==> src/hdl/gcd_pkg.sv <==
// ----------------------------------------------------------------------------
// gcd_pkg
// Shared widths, fixed-point constants and the CORDIC arctangent table
// function for the great-circle distance pipeline.
// ----------------------------------------------------------------------------
package gcd_pkg;

   localparam int CORDIC_STAGES   = 24;
   localparam int ANGLE_FRAC_BITS = 22;

   localparam int LAT_W    = 30;
   localparam int LON_W    = 31;
   localparam int DIFF_W   = 32;
   localparam int ANG_W    = 45;
   localparam int XY_W     = 34;
   localparam int ATAN2_W  = 35;
   localparam int Q_W      = 36;
   localparam int A_W      = 31;
   localparam int ROOT_W   = 31;
   localparam int SQRT_STAGES = 31;
   localparam int RADIUS_W = 23;
   localparam int DIST_W   = 29;
   localparam int CANG_W   = 43;
   localparam int CANG_LO_W = 21;
   localparam int DEG_LO_W = 29;
   localparam int DEG_HI_W = 28;
   localparam int TO_RAD_SHIFT = 22 + ANGLE_FRAC_BITS;

   localparam logic [63:0] PI_Q60      = 64'h3243F6A8885A308D;
   localparam logic [63:0] PI_Q40_U    = (PI_Q60 + 64'd524288) >> 20;
   localparam logic [63:0] DEG2RAD_Q62 = PI_Q60 / 45;

   localparam logic signed [ANG_W-1:0] PI_Q40      = $signed(ANG_W'(PI_Q40_U));
   localparam logic signed [ANG_W-1:0] TWO_PI_Q40  = $signed(ANG_W'(PI_Q40_U << 1));
   localparam logic signed [ANG_W-1:0] HALF_PI_Q40 = $signed(ANG_W'(PI_Q40_U >> 1));

   localparam logic [DEG_LO_W-1:0] DEG2RAD_LO = DEG2RAD_Q62[DEG_LO_W-1:0];
   localparam logic [DEG_HI_W-1:0] DEG2RAD_HI = DEG2RAD_Q62[DEG_LO_W+DEG_HI_W-1:DEG_LO_W];

   localparam logic signed [XY_W-1:0] GAIN_Q30 = $signed(XY_W'(32'h26DD3B6A));
   localparam logic [A_W-1:0]         ONE_Q30  = A_W'(32'h40000000);

   localparam logic [RADIUS_W-1:0] RADIUS_RESET = RADIUS_W'(23'd6371000);
   localparam logic [DIST_W-1:0]   DIST_MAX     = {DIST_W{1'b1}};

   typedef struct packed {
      logic signed [XY_W-1:0] sine;
      logic signed [XY_W-1:0] cosine;
   } trig_type;

   // atan(2^-idx) in Q40: alternating series in Q62, then rounded
   function automatic logic signed [ANG_W-1:0] atan_q40(input int unsigned idx);
      logic signed [63:0] sum;
      logic [63:0] term;
      int unsigned k;
      int unsigned p;
      sum = 64'sd0;
      if (idx == 0) begin
         sum = $signed((PI_Q60 + 64'd2097152) >> 22);
      end else begin
         for (k = 0; k < 32; k++) begin
            p = idx * (2 * k + 1);
            if (p <= 62) begin
               term = (64'd1 << (62 - p)) / 64'(2 * k + 1);
               if (k[0]) begin
                  sum = sum - $signed(term);
               end else begin
                  sum = sum + $signed(term);
               end
            end
         end
         sum = (sum + 64'sd2097152) >>> 22;
      end
      return ANG_W'(sum);
   endfunction

endpackage

==> src/hdl/gcd_isqrt.sv <==
// ----------------------------------------------------------------------------
// gcd_isqrt
// Floor square root of radicand * 2^30, one root bit per register stage.
// ----------------------------------------------------------------------------
module gcd_isqrt (
   input  logic                           clock,
   input  logic                           reset,
   input  logic                           advance,
   input  logic                           in_valid,
   input  logic [gcd_pkg::A_W-1:0]        radicand,
   output logic                           out_valid,
   output logic [gcd_pkg::ROOT_W-1:0]     root
);

   localparam int N  = gcd_pkg::SQRT_STAGES;
   localparam int RW = gcd_pkg::ROOT_W;
   localparam int MW = RW + 2;
   localparam int VW = 2 * N;

   logic [MW-1:0] rem_ff  [N];
   logic [RW-1:0] root_ff [N];
   logic [VW-1:0] v_ff    [N];
   logic          val_ff  [N];

   for (genvar k = 0; k < N; k++) begin : g_step
      logic [MW-1:0] rem_prev, rem_in;
      logic [RW-1:0] root_prev, root_in;
      logic [VW-1:0] v_prev;
      logic [MW+1:0] rem_sh, trial;
      logic          v_ok;

      if (k == 0) begin : g_first
         assign rem_prev  = '0;
         assign root_prev = '0;
         assign v_prev    = VW'({radicand, 30'b0});
         assign v_ok      = in_valid;
      end else begin : g_next
         assign rem_prev  = rem_ff[k-1];
         assign root_prev = root_ff[k-1];
         assign v_prev    = v_ff[k-1];
         assign v_ok      = val_ff[k-1];
      end

      always_comb begin
         rem_sh = {rem_prev, v_prev[VW-1:VW-2]};
         trial  = (MW+2)'({root_prev, 2'b01});
         if (rem_sh >= trial) begin
            rem_in  = MW'(rem_sh - trial);
            root_in = {root_prev[RW-2:0], 1'b1};
         end else begin
            rem_in  = rem_sh[MW-1:0];
            root_in = {root_prev[RW-2:0], 1'b0};
         end
      end

      always_ff @(posedge clock) begin
         if (reset) begin
            val_ff[k] <= 1'b0;
         end else if (advance) begin
            val_ff[k] <= v_ok;
         end
         if (advance) begin
            rem_ff[k]  <= rem_in;
            root_ff[k] <= root_in;
            v_ff[k]    <= v_prev << 2;
         end
      end
   end

   assign out_valid = val_ff[N-1];
   assign root      = root_ff[N-1];

endmodule

==> config.mk <==
export PLATFORM = sky130hd
export DESIGN_NAME = gcd_isqrt
export DESIGN_NICKNAME = d
export VERILOG_FILES = /design/src/hdl/gcd_pkg.sv /design/src/hdl/gcd_isqrt.sv
export SDC_FILE = /design/constraint.sdc
export NUM_CORES = 2
export LEC_CHECK = 0
export BUFFER_PORTS_ARGS = -buffer_cell sky130_fd_sc_hd__buf_2
export CORE_MARGIN = 2
export CORE_UTILIZATION = 45
export DETAILED_ROUTE_END_ITERATION = 12
export SLEW_MARGIN = 25
export SYNTH_ARGS = -nofsm -noshare
export SYNTH_HDL_FRONTEND = slang
export SYNTH_SLANG_ARGS = --single-unit
==> constraint.sdc <==
create_clock -name clock -period 4.2 [get_ports clock]
set_input_delay 0.42 -clock clock [delete_from_list [all_inputs] [get_ports clock]]
set_output_delay 0.42 -clock clock [all_outputs]
set_load 0.01 [all_outputs]
### After elaboration in Yosys (flattened, before gate mapping)

Memories as Yosys holds them, arrays and structs flattened.
Index checks and enable logic that the tools add are counted.

| storage, ports and cells | value |
|---|---|
| register bits after elaboration | 0 |
| bits in writable memories | 3875 |
| bits of input ports | 35 |
| output and inout bits | 32 |
| memories | 4 |

| cells by class | value |
|---|---|
| add/subtract/negate cells | 31 |
| magnitude comparators | 31 |
| multiplexer cells | 99 |
| bitwise logic cells | 31 |

Memories:

| memory | depth | bits a word | read ports | clocked after memory_dff | write ports | line | RTL |
|---|---|---|---|---|---|---|---|
| v_ff | 31 | 60 | 30 | 0 | 31 | gcd_isqrt.sv:22 | `logic [VW-1:0] v_ff [N];` |
| rem_ff | 31 | 33 | 30 | 0 | 31 | gcd_isqrt.sv:20 | `logic [MW-1:0] rem_ff [N];` |
| root_ff | 31 | 31 | 31 | 0 | 31 | gcd_isqrt.sv:21 | `logic [RW-1:0] root_ff [N];` |
| val_ff | 31 | 1 | 31 | 0 | 31 | gcd_isqrt.sv:23 | `logic val_ff [N];` |

Operator list:

| operator | count |
|---|---|
| $ge A35 B33 Y1 | 30 |
| $mux W33 | 31 |
| $sub A33 B33 Y33 | 30 |
| $mux W1 | 68 |
| $or A1 B1 Y1 | 31 |
| $sub A1 B1 Y2 const B | 1 |
| $ge A1 B1 Y1 const B | 1 |

### Longest topological paths before layout

| logic depth | value |
|---|---|
| depth after elaboration | 4 |
| mapped depth | 16 |
| mapped depth without buffers | 15 |

### Worst setup path after synthesis

Ideal clock, no wire load.

| timing path | value |
|---|---|
| path type | register to register |
| start | memory rem_ff[1][266] in the netlist's numbering |
| end | memory rem_ff[1][315] in the netlist's numbering (data pin) |
| data arrival time | 3522 ps |
| data required time | 3940 ps |
| setup slack | 419 ps |
| stages on the path, launching flop included | 14 |
| buffers on the path | 2 |
| period minus slack after synthesis | 3781 ps |
| cell sequence | edfxtp_1 > ha_1 > a21oi_1 > a21oi_1 > nor2_1 > o21a_1 > nor3_1 > nor4_1 > o31ai_1 > a41o_1 > or3b_2 > clkbuf_1 > buf_1 > mux2_2 |

RTL lines:

| element | line |
|---|---|
| from (decl) | gcd_isqrt.sv:20 |

==> flow_metrics.py <==
metrics = {
    "status": {
        "status": "finished, final reports clean",
    },
    "timing": {
        "finalClockSkew_ps": 33.0,
        "timing.slew.headroom_pct": 40.9,
        "grt_setup_unrepaired": "no",
        "setup_slack_ps": 209,
        "clock.fmax_ghz": 0.251,
        "fin_crit_sh_pct": 95.0,
        "finalHoldViolCount": 0,
        "worstMarginPinSlew_ps": 865,
        "tns_ps": 0,
        "setup_viol": 0,
        "final.min_clock_period_ps": 3990,
        "timing.final.max_slew_violations": 0,
    },
    "hold_path": {
        "worst_hold_startpoint": "advance",
        "hold_depth": 1,
        "min_path_type": "input port to flop",
        "min_to": "v_ff[0][173]",
    },
    "synth": {
        "yosysSeqAreaShare_pct": 58.3,
        "netlist_instances": 7299,
        "synth_cell_types": 82,
        "ys_ff_latch": 1688,
        "synth_edf_count": 1688,
        "syn_avg_cell_area_sq_um": 11.9,
        "synth.largest_area_cell": "edfxtp_1",
        "ys.flop_type": "edfxtp_1",
        "yosys_warnings": 0,
        "synth_top_area_share_pct": 58.3,
        "yosys-top-cells-count": "edfxtp_1, inv_1, nand2_1, ha_1, a21oi_1",
        "yosysMostFrequentCell": "edfxtp_1",
        "synthArstFlopShare_pct": 0,
        "netlist_top_cells_area": "edfxtp_1, ha_1, xnor2_1",
        "syn-num-nets": 7845,
        "syn_area_sq_mm": 0.0869,
    },
    "drt": {
        "route.met3.wl_microns": 7110,
        "m1WireLength_microns": 77700,
        "highest_layer": "met4",
        "wl_per_cell_microns": 17.2,
        "final_antenna_net_count": 0,
        "wl_met2_microns": 86900,
        "vias_per_cell": 5.39,
        "routed_wl_microns": 177000,
        "via_count": 55300,
        "firstDrtPassIters": 7,
        "drt_iter0_markers": 3533,
        "drcViolationCount": 0,
    },
    "critical_path": {
        "critPathMaxStageDelay_ps": 530,
        "worstPathRequired_ps": 4750,
        "crit_chain": "ha_1 > fa_1 > a211oi_2 > o211ai_1 > a21o_1 > a31o_2 > a311o_1 > a31oi_1 > nor3_1 > or4_1 > nor3b_1 > xor2_1",
        "worstPathMaxFanout": 3,
        "cp-end-kind": "flop",
        "cp-start-kind": "flop",
        "arrival_ps": 4540,
        "r2r_start": "rem_ff[1][297]",
        "timing.rr.end": "rem_ff[1][362]",
        "r2r_cells": 12,
        "crit_family": "compound AO/OA/AOI/OAI gates",
        "path_buf_inv": 0,
        "critPathKind": "flop to flop",
        "r2r_setup_slack_ps": 210,
        "cp_slowest_cell": "or4_1",
    },
    "floorplan": {
        "die_height_microns": 443,
        "die_w_microns": 443,
        "core_area_sq_mm": 0.192,
        "ios": 67,
        "row_count": 161,
        "start_util_pct": 45.2,
        "die-area_sq_mm": 0.197,
    },
    "placement": {
        "io_buffers": 66,
        "dp_slack_ps": 63.5,
        "finalWeightedCongestion": 0.882,
        "place_hpwl_microns": 130000,
        "dpl.cell_count": 9876,
    },
    "finish": {
        "post-route-util_pct": 50.6,
        "final_cells": 10300,
        "insertedDiodeCount": 0,
        "nets": 8115,
        "areaGrowthSynthToFinish_pct": 12.0,
        "final_layout_size_suffix_gt1_share_pct": 8.05,
    },
    "global_route": {
        "grt_pass1_wl_microns": 286000,
        "antenna_found_initial": 2,
        "track_usage_pct": 17.9,
        "grt_pass1_vias": 54500,
        "overflow": 0,
        "grt_max_degree": 141,
    },
    "power": {
        "sw_frac_of_total_pct": 29.0,
        "p_per_area_mw_per_mm2": 521,
        "combPwrFrac_pct": 22.6,
        "vdd_drop_max_mv": 0.427,
        "p_leak_nw": 37.7,
        "p_int_mw": 36.0,
        "switchingPower_mw": 14.7,
        "pwr-share-seq_pct": 46.2,
        "pwr-share-clk_pct": 31.2,
    },
    "clock_tree": {
        "h-tree-depth": 4,
        "cts_sinks": 1688,
        "clk_latency_ps": 840,
        "clk_pin_slew_ps": 60,
        "cts-root-buf": "clkbuf_16",
        "cts_buffer_depth": 3,
        "cts_tree": "done",
        "cts_made_buffers": 184,
    },
    "job": {
        "maxCapViolations": 0,
    },
}
-- flip-flops by register name (all words and copies together), names as in the netlist --
| signal | count |
|---|---|
| v_ff | 240 |
| root_ff | 496 |
| rem_ff | 921 |
| val_ff | 31 |
-- through the flow --
stage	hold slack, ps	area (sq um)	power [mW]
after global routing	92.6	97300	53.6
after detailed placement	405	91000	35.1
after CTS	50.2	97300	51.2
after global placement	400	91000	34.9
final	79.1	97300	50.7
after floorplan	400	86900	31.7
-- timing repair --
| item | 4_1_cts | 5_1_grt |
|---|---|---|
| setup endpoints to repair | 0 | 14 |
| resized for setup | 0 | 6 |
| endpoints found under the hold margin | 32 | 0 |
| hold buffers | 33 | 0 |
| setup buffers | 0 | 0 |
-- power groups by stage --
stage	sequential, mW	clock [mW]	combinational, mW
2_1_floorplan	23.0	0	8.68
3_3_place_gp	23.8	0	11.2
3_5_place_dp	23.8	0	11.4
4_1_cts	23.4	16.3	11.5
5_1_grt	23.7	17.0	12.9
6_report	23.4	15.8	11.5
-- cells in the final DEF, fill, tap and decap left out, drive strengths merged, types with 18 or more instances in the layout --
| cell | Yosys | layout |
|---|---|---|
| edfxtp | 1688 | 1688 |
| inv | 598 | 602 |
| nand2 | 547 | 547 |
| ha | 497 | 497 |
| a21oi | 463 | 463 |
| nor2 | 456 | 456 |
| o21ai | 405 | 405 |
| xnor2 | 377 | 377 |
| xor2 | 377 | 377 |
| clkbuf | 129 | 227 |
| nor3 | 198 | 198 |
| a21o | 195 | 195 |
| buf | 12 | 192 |
| nand3 | 109 | 109 |
| nor4 | 107 | 107 |
| nand2b | 95 | 95 |
| or3 | 89 | 89 |
| clkinv | 4 | 86 |
| mux2 | 83 | 83 |
| o21a | 81 | 81 |
| nor2b | 63 | 63 |
| nand4 | 62 | 62 |
| or4 | 62 | 62 |
| o31ai | 54 | 54 |
| and2 | 51 | 51 |
| o21bai | 44 | 44 |
| and3 | 42 | 42 |
| a31oi | 41 | 41 |
| a211oi | 36 | 36 |
| o211ai | 34 | 34 |
| or2 | 33 | 33 |
| dlygate4sd3 | 0 | 33 |
| nand3b | 27 | 27 |
| nor3b | 18 | 18 |
-- cells by family (layout without fill, tap and decap cells) --
group / after synthesis / in the layout / synth area share (%)
and+or+nand+nor: 2005 / 2005 / 11.5
AOI/OAI and AO/OA: 1507 / 1507 / 10.7
muxes: 90 / 90 / 1.16
adders and majority gates: 511 / 511 / 7.48
xor gates and xnor gates: 754 / 754 / 7.60
buffers and inverters: 743 / 1170 / 3.23
DFF: 1688 / 1688 / 58.3
other: 1 / 1 / 0.00432
-- layout make-up --
type	count	area [sq um]
repair buffers	225	1810
multi-input cells	4868	33500
clock inverters	116	1140
clock buffers	227	4790
inverters	602	2260
flip-flops and latches	1688	50700
well taps	2526	3160
fillers	16700	94800
-- worst max path at each step --
stage / start / to / cells after the start
floorplan: rem_ff[1][266] / rem_ff[1][315] / 13
global placement: rem_ff[1][297] / rem_ff[1][362] / 12
finish: rem_ff[1][297] / rem_ff[1][362] / 12
CTS: rem_ff[1][297] / rem_ff[1][362] / 12
global route: rem_ff[1][33] / rem_ff[1][98] / 12
detailed placement: rem_ff[1][297] / rem_ff[1][362] / 12
-- metal layers --
metal / vias to the layer above / track usage [%]
li1: 27400 / -
met1: 26600 / 23.0
met2: 1049 / 30.8
met3: 335 / 2.67
met4: 0 / 6.06
met5: - / 0
Note: power is estimated with default switching activity, not from simulation.
